--- src/rtl/core/wfr_pkg.sv ---
`default_nettype none
package wfr_pkg;

  localparam int PIXEL_COUNT   = 512;
  localparam int DISPLAY_COUNT = 256;
  localparam int LINE_LIMIT    = 256;

  // pixel memory address and fill count widths
  localparam int PIX_AW = (PIXEL_COUNT > 1) ? $clog2(PIXEL_COUNT) : 1;
  localparam int PCW    = $clog2(PIXEL_COUNT + 1);

  // divider sizing: column bounds (idx * PIXEL_COUNT) and pixel sums
  localparam int PROD_W = $clog2(DISPLAY_COUNT * PIXEL_COUNT + 1);
  localparam int SUMW   = $clog2(PIXEL_COUNT * 255 + 1);
  localparam int DIVW   = (PROD_W > SUMW) ? PROD_W : SUMW;
  localparam int DCW    = $clog2(DISPLAY_COUNT + 1);
  localparam int DVSW   = (DCW > PCW) ? DCW : PCW;
  localparam int DCNTW  = $clog2(DIVW + 1);

  localparam logic [7:0] SYNC_A  = 8'hAA;
  localparam logic [7:0] SYNC_B  = 8'h55;
  localparam logic [7:0] TRAILER = 8'hFF;
  localparam logic [7:0] CH_LF   = 8'h0A;
  localparam logic [7:0] CH_CR   = 8'h0D;

  localparam logic [1:0] MODE_BYTE  = 2'd0;
  localparam logic [1:0] MODE_READ  = 2'd1;
  localparam logic [1:0] MODE_CLEAR = 2'd2;

  localparam logic [2:0] KIND_TEXT  = 3'd0;
  localparam logic [2:0] KIND_LINE  = 3'd1;
  localparam logic [2:0] KIND_FRAME = 3'd2;
  localparam logic [2:0] KIND_DROP  = 3'd3;
  localparam logic [2:0] KIND_PIXEL = 3'd4;

  typedef struct packed {
    logic              start;
    logic [DIVW-1:0]   dividend;
    logic [DVSW-1:0]   divisor;
  } div_req_t;

  typedef struct packed {
    logic              done;
    logic [DIVW-1:0]   quotient;
  } div_rsp_t;

  typedef struct packed {
    logic        go;
    logic        ack;
    logic [11:0] idx;
  } col_req_t;

  typedef struct packed {
    logic       done;
    logic [7:0] value;
  } col_rsp_t;

endpackage
`default_nettype wire

--- src/rtl/core/wfr_div.sv ---
`default_nettype none
module wfr_div (
  input  wire logic              clk,
  input  wire logic              rst_n,
  input  wire wfr_pkg::div_req_t req,
  output wfr_pkg::div_rsp_t      rsp
);
  import wfr_pkg::*;

  logic             busy_r;
  logic             done_r;
  logic [DCNTW-1:0] cnt_r;
  logic [DVSW-1:0]  rem_r;
  logic [DIVW-1:0]  quo_r;
  logic [DVSW-1:0]  dvs_r;

  logic [DVSW:0]    rem_sh;
  logic             ge;
  logic [DVSW:0]    rem_sub;

  // restoring divide, one quotient bit per cycle
  always_comb begin
    rem_sh  = {rem_r, quo_r[DIVW-1]};
    ge      = (rem_sh >= {1'b0, dvs_r});
    rem_sub = rem_sh - {1'b0, dvs_r};
  end

  always_ff @(posedge clk) begin
    if (!rst_n) begin
      busy_r <= 1'b0;
      done_r <= 1'b0;
      cnt_r  <= '0;
    end else begin
      done_r <= 1'b0;
      if (req.start) begin
        busy_r <= 1'b1;
        cnt_r  <= DCNTW'(DIVW);
      end else if (busy_r) begin
        cnt_r <= cnt_r - 1'b1;
        if (cnt_r == DCNTW'(1)) begin
          busy_r <= 1'b0;
          done_r <= 1'b1;
        end
      end
    end
  end

  always_ff @(posedge clk) begin
    if (req.start) begin
      quo_r <= req.dividend;
      rem_r <= '0;
      dvs_r <= req.divisor;
    end else if (busy_r) begin
      quo_r <= {quo_r[DIVW-2:0], ge};
      rem_r <= ge ? rem_sub[DVSW-1:0] : rem_sh[DVSW-1:0];
    end
  end

  assign rsp.done     = done_r;
  assign rsp.quotient = quo_r;

  a_done_after_busy: assert property (@(posedge clk) disable iff (!rst_n)
    done_r |-> $past(busy_r))
    else $error("divider done without a preceding busy cycle");

  a_busy_count: assert property (@(posedge clk) disable iff (!rst_n)
    busy_r |-> cnt_r != '0)
    else $error("divider busy with exhausted bit count");

endmodule
`default_nettype wire

--- src/rtl/core/wfr_col.sv ---
`default_nettype none
module wfr_col (
  input  wire logic                       clk,
  input  wire logic                       rst_n,
  input  wire wfr_pkg::col_req_t          req,
  output wfr_pkg::col_rsp_t               rsp,
  output logic [wfr_pkg::PIX_AW-1:0]      raddr,
  input  wire logic [7:0]                 rdata,
  input  wire logic [wfr_pkg::PCW-1:0]    fill
);
  import wfr_pkg::*;

  typedef enum logic [4:0] {
    C_IDLE = 5'b00001,
    C_ADDR = 5'b00010,
    C_ACC  = 5'b00100,
    C_AVG  = 5'b01000,
    C_DONE = 5'b10000
  } col_state_t;

  col_state_t        st_r, st_nxt;
  logic [PIX_AW-1:0] addr_r, addr_nxt;
  logic [PCW-1:0]    cnt_r, cnt_nxt;
  logic [PCW-1:0]    left_r, left_nxt;
  logic [SUMW-1:0]   sum_r, sum_nxt;
  logic [7:0]        val_r, val_nxt;

  div_req_t          dreq;
  div_rsp_t          drsp;

  logic [DIVW-1:0]   q;
  logic [DIVW-1:0]   lo_q;
  logic [DIVW-1:0]   hi_q;
  logic [PIX_AW-1:0] q_start;
  logic [PCW-1:0]    q_end;
  logic [PCW-1:0]    span;
  logic [7:0]        pix;
  logic [SUMW-1:0]   sum_add;

  wfr_div u_div (
    .clk   (clk),
    .rst_n (rst_n),
    .req   (dreq),
    .rsp   (drsp)
  );

  assign raddr = addr_r;

  always_comb begin
    q       = drsp.quotient;
    // column window bounds; DISPLAY_COUNT is a power of two, so the divide is a shift
    lo_q    = (DIVW'(req.idx) * DIVW'(PIXEL_COUNT)) / DIVW'(DISPLAY_COUNT);
    hi_q    = ((DIVW'(req.idx) + DIVW'(1)) * DIVW'(PIXEL_COUNT)) / DIVW'(DISPLAY_COUNT);
    q_start = (lo_q >= DIVW'(PIXEL_COUNT)) ? PIX_AW'(PIXEL_COUNT - 1) : lo_q[PIX_AW-1:0];
    q_end   = (hi_q > DIVW'(PIXEL_COUNT)) ? PCW'(PIXEL_COUNT) : hi_q[PCW-1:0];
    // empty window reads one pixel at the window start
    span    = (q_end > PCW'(q_start)) ? (q_end - PCW'(q_start)) : PCW'(1);
    // entries past the fill mark were never written and read as zero
    pix     = (PCW'(addr_r) < fill) ? rdata : 8'd0;
    sum_add = sum_r + SUMW'(pix);
  end

  always_comb begin
    st_nxt    = st_r;
    addr_nxt  = addr_r;
    cnt_nxt   = cnt_r;
    left_nxt  = left_r;
    sum_nxt   = sum_r;
    val_nxt   = val_r;
    dreq      = '0;
    case (st_r)
      C_IDLE: begin
        if (req.go) begin
          if (req.idx >= 12'(DISPLAY_COUNT)) begin
            val_nxt = 8'd0;
            st_nxt  = C_DONE;
          end else begin
            cnt_nxt  = span;
            left_nxt = span;
            addr_nxt = q_start;
            sum_nxt  = '0;
            st_nxt   = C_ADDR;
          end
        end
      end
      C_ADDR: begin
        st_nxt = C_ACC;
      end
      C_ACC: begin
        sum_nxt  = sum_add;
        addr_nxt = addr_r + 1'b1;
        left_nxt = left_r - 1'b1;
        if (left_r == PCW'(1)) begin
          dreq.start    = 1'b1;
          dreq.dividend = DIVW'(sum_add);
          dreq.divisor  = DVSW'(cnt_r);
          st_nxt        = C_AVG;
        end else begin
          st_nxt = C_ADDR;
        end
      end
      C_AVG: begin
        if (drsp.done) begin
          val_nxt = q[7:0];
          st_nxt  = C_DONE;
        end
      end
      C_DONE: begin
        if (req.ack) begin
          st_nxt = C_IDLE;
        end
      end
      default: begin
        st_nxt = C_IDLE;
      end
    endcase
  end

  always_ff @(posedge clk) begin
    if (!rst_n) begin
      st_r <= C_IDLE;
    end else begin
      st_r <= st_nxt;
    end
  end

  always_ff @(posedge clk) begin
    addr_r  <= addr_nxt;
    cnt_r   <= cnt_nxt;
    left_r  <= left_nxt;
    sum_r   <= sum_nxt;
    val_r   <= val_nxt;
  end

  assign rsp.done  = (st_r == C_DONE);
  assign rsp.value = val_r;

endmodule
`default_nettype wire
--- config.mk ---
export PLATFORM = sky130hd
export DESIGN_NAME = wfr_col
export DESIGN_NICKNAME = d
export VERILOG_FILES = /design/src/rtl/core/wfr_pkg.sv /design/src/rtl/core/wfr_div.sv /design/src/rtl/core/wfr_col.sv
export SDC_FILE = /design/constraint.sdc
export NUM_CORES = 1
export LEC_CHECK = 0
export BUFFER_PORTS_ARGS = -buffer_cell sky130_fd_sc_hd__buf_2
export CORE_ASPECT_RATIO = 1.25
export CORE_MARGIN = 1.5
export CORE_UTILIZATION = 51
export DETAILED_ROUTE_END_ITERATION = 10
export PLACE_DENSITY = 0.7
export SYNTH_ARGS = -nofsm -noshare
export SYNTH_HDL_FRONTEND = slang
export SYNTH_SLANG_ARGS = --single-unit
export TNS_END_PERCENT = 20
--- constraint.sdc ---
create_clock -name clk -period 10.05 [get_ports clk]
set_input_delay 1.005 -clock clk [delete_from_list [all_inputs] [get_ports clk]]
set_output_delay 1.005 -clock clk [all_outputs]
set_load 0.02 [all_outputs]
==> impl_table.tex, run 1 <==
\begin{tabular}{lr}
\hline
Metric & Value \\
\hline
\multicolumn{2}{l}{\textbf{Pwr}} \\
Power per Cell Area & 140 nW/um\^{}2 \\
Fraction of power spent switching nets & about a quarter \\
Switching pwr & 236 uW \\
Design internal power & 762 uW \\
Power Total & 998 uW \\
Worst VDD drop & 86.7 uV \\
Sequential share of power & about 48\% \\
Share of power burned in combinational logic & 11.5\% \\
Clock power frac & 40.5\% \\
Static Leakage & roughly 2.9 nW \\
\multicolumn{2}{l}{\textbf{Setup path}} \\
Worst r2r dst & u\_div.quo\_r[8]\$\_DFFE\_PP\_ \\
Required @ worst endpoint & 10120 ps \\
Startpoint types & input port \\
Setup slack of the worst register-to-register path & 6330 ps \\
Worst endpoint data arrival time & between 4000 and 5000 ps \\
Worst Reg2Reg Path Length in Cells & 14 \\
Largest driver fanout on the critical path & 16 \\
Worst setup path class & in2reg \\
Critical R2R Launch & raddr[1]\$\_DFFE\_PP\_ \\
Setup crit end kind & register \\
\multicolumn{2}{l}{\textbf{Clock tree}} \\
Maximum level of the CTS H-tree & 3 \\
Number of clock sinks seen by CTS & 104 \\
TritonCTS clock tree & built \\
Buffer cell driving the clock tree root & sky130\_fd\_sc\_hd\_\_clkbuf\_16 \\
Setup fix buffers added after clock tree synthesis & 0 \\
Clock transition at the registers of the reported paths & 70 ps \\
Resize count post-CTS & 0 \\
CTS hold repair buffers & 0 \\
CTS Buffer Depth & 2 \\
Clock latency on the worst-skew pair & 350 ps \\
Cts bufs inserted & 9 \\
\multicolumn{2}{l}{\textbf{Placed design}} \\
Cell area after placement & 6800 um\^{}2 \\
DP HPWL & roughly 10000 um \\
Weighted congestion at the end of routability-driven global placement & about 0.88 \\
Number of placed instances with taps included & 864 \\
I/O Buffers & a little over 50 \\
\multicolumn{2}{l}{\textbf{Yosys}} \\
Async set-reset flop share out of synthesis & 0\% \\
Mapped Avg Cell Area & 9.58 um\^{}2 \\
Seq cells post-synth & 104 \\
Syn Inst Count & $\sim$670 \\
Syn Nets & 750 \\
Count of flip-flops with a built-in enable after synthesis & 82 \\
Sequential element share of the synthesized area & between 40\% and 50\% \\
Top flip-flop cell by instance count after synthesis & sky130\_fd\_sc\_hd\_\_edfxtp\_1 \\
Synth warn & 0 \\
Cell area after synthesis & between 6000 and 7000 um\^{}2 \\
Number of distinct library cell variants in the gate-level netlist after synthesis & 69 \\
\multicolumn{2}{l}{\textbf{Timing}} \\
Max Clk Rate & 0.246 GHz \\
Pins over their slew limit & 0 \\
Final worst clock skew & 10.1 ps \\
Minimum clock period after layout & 4060 ps \\
Final worst-path cycle share & 40.4\% \\
Worst slew margin & a little under two fifths \\
Slew at the pin with the worst max-slew slack & 935 ps \\
Final Setup Violations & 0 \\
Setup repair after global routing missed its margin & no \\
Hold Vio Cnt, Final & 0 \\
Fin Hold WS & between 400 and 500 ps \\
Final TNS setup & 0 ps \\
\multicolumn{2}{l}{\textbf{Global route}} \\
Met2 track utilization from global routing & 34.4\% \\
Vias in the first global route & 4650 \\
Global route total overflow & 0 \\
All-Layer GR Usage & 20.6\% \\
Global routing's busiest layer & met2 \\
Global-route wire length before repair & 21500 um \\
Largest net degree at the start of global routing & 39 \\
Antenna violations before repair & 0 \\
Met3 Resource Use GR & 3.20\% \\
Met1 track demand over resource & 26.9\% \\
\multicolumn{2}{l}{\textbf{Detailed routing}} \\
Antenna viol nets, final & 0 \\
DRC violation total after the first TritonRoute iteration & 226 \\
Via count of the routed design & 4979 \\
Total DRC errors in the routed layout & 0 \\
Total Wirelength & 13200 um \\
Drt pass-1 iters & 4 \\
Drt wl/cell & 15.0 um \\
Mean number of vias per cell & 5.66 \\
\multicolumn{2}{l}{\textbf{Hold path}} \\
Hold path depth & 2 \\
Hold Crit Start & u\_div.rem\_r[3]\$\_SDFFE\_PP0P\_ \\
Class of the tightest hold or removal check & reg2reg \\
Worst hold endpoint & u\_div.rem\_r[4]\$\_SDFFE\_PP0P\_ \\
\multicolumn{2}{l}{\textbf{Floorplan}} \\
Initial Util & between 50\% and 60\% \\
Standard-cell rows & 45 \\
I/O pin count & 52 \\
Total die area & 13300 um\^{}2 \\
Core Box Area & 12200 um\^{}2 \\
Die extent in x & 103 um \\
Vert. Die Dim & roughly 130 um \\
\multicolumn{2}{l}{\textbf{Job}} \\
Count of maximum capacitance violations & 0 \\
\multicolumn{2}{l}{\textbf{Status}} \\
Run status & complete, no violations \\
\multicolumn{2}{l}{\textbf{Finish}} \\
Register area & 2900 um\^{}2 \\
Layout-stage area growth over the synthesis result & 10.9\% \\
Non-filler instance count after layout & 880 \\
Share of cells above drive strength 1 & between 10\% and 20\% \\
Layout net count & 789 \\
Antenna diode instance count & 0 \\
Area of the multi-input gates & 3290 um\^{}2 \\
Filler cell count & about 1100 \\
Post-route cell area & 7140 um\^{}2 \\
\hline
\end{tabular}
## flip-flops by register name, indices dropped and copies added, names as in the netlist, 8 cells and up
register	count
u_div.rem_r	10
raddr	9
cnt_r	10
sum_r	17
val_r	8
left_r	10
u_div.dvs_r	10
u_div.quo_r	18
## metal layers
| metal | wire (um) | vias up |
|---|---|---|
| li1 | - | 2493 |
| met1 | 6080 | 2363 |
| met2 | 6400 | 108 |
| met3 | 472 | 15 |
| met4 | 264 | 0 |
| met5 | 0 | - |
## how the worst max path moves through the flow
stage / depth (start not counted) / slack, ps / end / from
after detailed placement: 14 / 5680 / left_r[1]$_DFFE_PP_ / req[0]
after CTS: 14 / 6000 / left_r[4]$_DFFE_PP_ / req[0]
after global routing: 14 / 5720 / left_r[4]$_DFFE_PP_ / req[0]
final: 14 / 5990 / left_r[4]$_DFFE_PP_ / req[0]
after floorplan: 15 / 6140 / u_div.quo_r[8]$_DFFE_PP_ / fill[1]
after global placement: 16 / 5750 / u_div.quo_r[8]$_DFFE_PP_ / fill[1]
## layout by cell type, fill, tap and decap left out, types with 13 or more instances in the layout
cell / count
sky130_fd_sc_hd__a21oi_1: 33
sky130_fd_sc_hd__and2_1: 24
sky130_fd_sc_hd__and3_1: 13
sky130_fd_sc_hd__buf_2: 51
sky130_fd_sc_hd__dfxtp_1: 22
sky130_fd_sc_hd__edfxtp_1: 82
sky130_fd_sc_hd__ha_1: 42
sky130_fd_sc_hd__inv_1: 32
sky130_fd_sc_hd__nand2_1: 63
sky130_fd_sc_hd__nand3_1: 19
sky130_fd_sc_hd__nor2_1: 81
sky130_fd_sc_hd__o21ai_0: 27
sky130_fd_sc_hd__o21ai_1: 15
sky130_fd_sc_hd__xnor2_1: 26
sky130_fd_sc_hd__xor2_1: 19
## cell families after synthesis
| group | share of synthesized area, % |
|---|---|
| mux | 0.816 |
| compound gates | 15.3 |
| fa+ha+maj | 8.79 |
| simple gates | 20.2 |
| buf+inv | 3.71 |
| xor+xnor | 6.12 |
| flops | 45.1 |
## cell usage after synthesis, types with 9 or more instances
cell type | count | area share [%]
sky130_fd_sc_hd__nand3_1 | 19 | 1.5
sky130_fd_sc_hd__o21ai_0 | 27 | 2.1
sky130_fd_sc_hd__dfxtp_1 | 22 | 6.8
sky130_fd_sc_hd__o21a_1 | 9 | 1.0
sky130_fd_sc_hd__a21o_1 | 11 | 1.3
sky130_fd_sc_hd__nand2_1 | 63 | 3.7
sky130_fd_sc_hd__ha_1 | 42 | 8.2
sky130_fd_sc_hd__edfxtp_1 | 82 | 38
sky130_fd_sc_hd__nor2_1 | 81 | 4.7
sky130_fd_sc_hd__nand4_1 | 12 | 1.2
sky130_fd_sc_hd__clkbuf_1 | 14 | 0.82
sky130_fd_sc_hd__o21ai_1 | 15 | 1.2
sky130_fd_sc_hd__and3_1 | 13 | 1.3
sky130_fd_sc_hd__and2_1 | 24 | 2.3
sky130_fd_sc_hd__xnor2_1 | 26 | 3.5
sky130_fd_sc_hd__a21oi_1 | 33 | 2.6
sky130_fd_sc_hd__xor2_1 | 19 | 2.6
sky130_fd_sc_hd__inv_1 | 32 | 1.9
## worst max-delay path: stages
cell and delay, ps:
sky130_fd_sc_hd__buf_2 160, sky130_fd_sc_hd__ha_1 270, sky130_fd_sc_hd__nand4_1 110, sky130_fd_sc_hd__nor2_1 200, sky130_fd_sc_hd__xnor2_1 120, sky130_fd_sc_hd__a41oi_1 350, sky130_fd_sc_hd__nor2_1 110, sky130_fd_sc_hd__ha_1 360
sky130_fd_sc_hd__and2_1 200, sky130_fd_sc_hd__nor2b_1 140, sky130_fd_sc_hd__a21o_1 210, sky130_fd_sc_hd__a21o_1 190, sky130_fd_sc_hd__a21oi_2 510, sky130_fd_sc_hd__o31ai_1 190
## power groups by stage
stage          sequential, mW  combinational, mW  clock [mW]
6_report                0.479              0.114       0.404
5_1_grt                 0.480              0.128       0.426
4_1_cts                 0.479              0.114       0.412
3_5_place_dp            0.489              0.113           0
3_3_place_gp            0.488              0.110           0
2_1_floorplan           0.498             0.0711           0
## stage by stage
step                util (%)  setup slack (ps)
floorplan                  -              6140
global placement        55.6              5750
detailed placement      55.6              5680
CTS                     58.4              6000
global route            58.4              5720
finish                  58.4              5990
## final cells by class
cell class / instances / share of cell area, %
Inverter: 33 / 1.73
Clock inverter: 6 / 1.61
Clock buffer: 10 / 3.21
Timing Repair Buffer: 53 / 3.78
Sequential cell: 104 / 40.7
Tap cell: 164 / 2.87
Multi-Input combinational cell: 510 / 46.1
No activity file was read; power rests on OpenSTA's default activity.
==> run 2, diff against run 1 <==
Clock period 10.05 ns to 4 ns, I/O delays scaled along.
==> run 2 against run 1 <==
Against the previous run:
- global-route usage grew 0.12 points
- setup slack lost 5500 ps
- critical path type unchanged
- highest routed layer unchanged
- cell area shrank 0.44%
- via count shrank 0.38%
- utilization shrank 0.26 points
- sequential share of layout area grew 0.18 points
- worst hold slack lost 160 ps
- clock power grew 110%
- sequential cell count is the same
- non-clock buffer count grew 4
==> impl_table.tex, run 2 (synthesis gave the netlist of run 1 again) <==
\begin{tabular}{lr}
\hline
Metric & Value \\
\hline
\multicolumn{2}{l}{\textbf{Status}} \\
Run status & complete, no violations \\
\multicolumn{2}{l}{\textbf{Setup path}} \\
Crit path capture & left\_r[3]\$\_DFFE\_PP\_ \\
Largest driver fanout on the critical path & 16 \\
Start point of the critical path & req[0] \\
Worst setup path class & in2reg \\
Worst Reg2Reg Path Length in Cells & 14 \\
Worst endpoint data arrival time & 3630 ps \\
Critical R2R Launch & raddr[1]\$\_DFFE\_PP\_ \\
Setup crit end kind & register \\
Worst r2r dst & u\_div.quo\_r[8]\$\_DFFE\_PP\_ \\
Required @ worst endpoint & 4070 ps \\
Setup slack of the worst register-to-register path & 470 ps \\
Startpoint types & input port \\
\multicolumn{2}{l}{\textbf{Clock tree}} \\
Setup fix buffers added after clock tree synthesis & 0 \\
Clock latency on the worst-skew pair & 350 ps \\
Clock transition at the registers of the reported paths & 70 ps \\
Buffer cell driving the clock tree root & sky130\_fd\_sc\_hd\_\_clkbuf\_16 \\
CTS hold repair buffers & 0 \\
TritonCTS clock tree & built \\
Maximum level of the CTS H-tree & 3 \\
Number of clock sinks seen by CTS & 104 \\
Cts bufs inserted & 9 \\
CTS Buffer Depth & 2 \\
Resize count post-CTS & 0 \\
\multicolumn{2}{l}{\textbf{Finish}} \\
Share of cells above drive strength 1 & 11.8\% \\
Leading cell type in the layout, fill and taps excluded & sky130\_fd\_sc\_hd\_\_edfxtp\_1 \\
Layout net count & 793 \\
Commonest non-fill, non-tap cells in the layout & 82 x sky130\_fd\_sc\_hd\_\_edfxtp\_1, 81 x sky130\_fd\_sc\_hd\_\_nor2\_1, 63 x sky130\_fd\_sc\_hd\_\_nand2\_1 \\
Leading registers by flop count & u\_div.quo\_r: 18 flops, sum\_r: 17 flops \\
Final cell utilization of the core & 58.2\% \\
Non-filler instance count after layout & 884 \\
Layout-stage area growth over the synthesis result & 10.5\% \\
Antenna diode instance count & 0 \\
Number of flip-flops in the largest register & 18 \\
Register ranked first by flip-flop count & u\_div.quo\_r \\
\multicolumn{2}{l}{\textbf{Placed design}} \\
DP HPWL & around 9800 um \\
Number of placed instances with taps included & 868 \\
Weighted congestion at the end of routability-driven global placement & 0.872 \\
I/O Buffers & 51 \\
\multicolumn{2}{l}{\textbf{Timing}} \\
Final TNS setup & 0 ps \\
Minimum clock period after layout & about 3600 ps \\
Final Setup Violations & 0 \\
Setup repair after global routing missed its margin & no \\
Final worst-path cycle share & 88.8\% \\
Max Clk Rate & 0.282 GHz \\
Final worst clock skew & 7.84 ps \\
Worst slew margin & around 36\% \\
Fin Hold WS & around 340 ps \\
Pins over their slew limit & 0 \\
Hold Vio Cnt, Final & 0 \\
Slew at the pin with the worst max-slew slack & 952 ps \\
\multicolumn{2}{l}{\textbf{Detailed routing}} \\
Via count of the routed design & 4960 \\
Mean number of vias per cell & 5.61 \\
Drt wl/cell & 15.0 um \\
Total DRC errors in the routed layout & 0 \\
Total Wirelength & approximately 13000 um \\
Antenna viol nets, final & 0 \\
Drt pass-1 iters & 5 \\
DRC violation total after the first TritonRoute iteration & 273 \\
\multicolumn{2}{l}{\textbf{Floorplan}} \\
Standard-cell rows & 45 \\
Total die area & roughly 13000 um\^{}2 \\
Vert. Die Dim & 129 um \\
I/O pin count & 52 \\
Core Box Area & $\sim$12000 um\^{}2 \\
Initial Util & 52.7\% \\
Die extent in x & slightly above 100 um \\
\multicolumn{2}{l}{\textbf{Global route}} \\
Global-route wire length before repair & 21400 um \\
Vias in the first global route & 4609 \\
All-Layer GR Usage & just over 20\% \\
Antenna violations before repair & 0 \\
Global route total overflow & 0 \\
Largest net degree at the start of global routing & 39 \\
\multicolumn{2}{l}{\textbf{Job}} \\
Count of maximum capacitance violations & 0 \\
\multicolumn{2}{l}{\textbf{Pwr}} \\
Worst VDD drop & approximately 220 uV \\
Static Leakage & slightly below 3 nW \\
Power per Cell Area & 330 nW/um\^{}2 \\
\multicolumn{2}{l}{\textbf{Hold path}} \\
Class of the tightest hold or removal check & in2reg \\
\hline
\end{tabular}
## run 2: cell types whose count changed in the layout (fill, tap and decap cells not counted)
cell / before / now
sky130_fd_sc_hd__buf_4: 2 / 6
sky130_fd_sc_hd__bufinv_16: 3 / 0
sky130_fd_sc_hd__clkbuf_8: 0 / 1
sky130_fd_sc_hd__inv_4: 0 / 2
sky130_fd_sc_hd__inv_6: 1 / 0
sky130_fd_sc_hd__inv_8: 0 / 1
## run 2: worst min-delay path by stage
stage | end | cells past startpoint | startpoint
final | st_r[0]$_SDFFE_PN1P_ | 2 | req[13]
after global routing | st_r[0]$_SDFFE_PN1P_ | 2 | req[13]
after CTS | st_r[0]$_SDFFE_PN1P_ | 2 | req[13]
after detailed placement | u_div.rem_r[4]$_SDFFE_PP0P_ | 2 | u_div.rem_r[3]$_SDFFE_PP0P_
after global placement | u_div.rem_r[4]$_SDFFE_PP0P_ | 2 | u_div.rem_r[3]$_SDFFE_PP0P_
after floorplan | u_div.rem_r[4]$_SDFFE_PP0P_ | 2 | u_div.rem_r[3]$_SDFFE_PP0P_
## run 2: layout make-up
class	count	area (um^2)
timing repair buffer	57	300
clock inverter	5	40.0
sequential	104	2900
multi-input combinational	510	3290
clock buffer	11	243
tap	164	205
inverter	33	124
fill	1107	5110
## run 2: worst max-delay path, cell delays in order
cell	delay, ps
sky130_fd_sc_hd__buf_2	160
sky130_fd_sc_hd__ha_1	280
sky130_fd_sc_hd__nand4_1	140
sky130_fd_sc_hd__nor2_1	210
sky130_fd_sc_hd__xnor2_1	140
sky130_fd_sc_hd__a41oi_1	370
sky130_fd_sc_hd__nor2_1	100
sky130_fd_sc_hd__ha_1	350
sky130_fd_sc_hd__and2_1	190
sky130_fd_sc_hd__nor2b_1	130
sky130_fd_sc_hd__a21o_1	210
sky130_fd_sc_hd__a21o_1	190
sky130_fd_sc_hd__a21oi_2	550
sky130_fd_sc_hd__o22ai_1	190
## run 2: metal layers
| layer | share of wire, % | routed length, um | vias up | global-route usage (%) |
|---|---|---|---|---|
| met3 | 3.7 | 489 | 21 | 3.53 |
| li1 | - | - | 2501 | - |
| met4 | 2.2 | 297 | 0 | 8.11 |
| met1 | 46 | 6160 | 2324 | 27.4 |
| met5 | 0 | 0 | - | 0 |
| met2 | 48 | 6340 | 114 | 33.6 |
## run 2: per-stage QoR
| step | worst slack (ps) | cell area, um^2 | power [mW] |
|---|---|---|---|
| floorplan | 553 | 6440 | 1.43 |
| global placement | 303 | 6830 | 1.51 |
| detailed placement | 182 | 6830 | 1.52 |
| CTS | 486 | 7110 | 2.36 |
| global route | 129 | 7110 | 2.43 |
| finish | 449 | 7110 | 2.35 |
## run 2: power by group
group	leakage (nW)	internal (mW)	switching [mW]	total (mW)
sequential	0.920	1.19	0.0107	1.20
combinational	1.88	0.108	0.182	0.291
clock	0.139	0.446	0.408	0.854
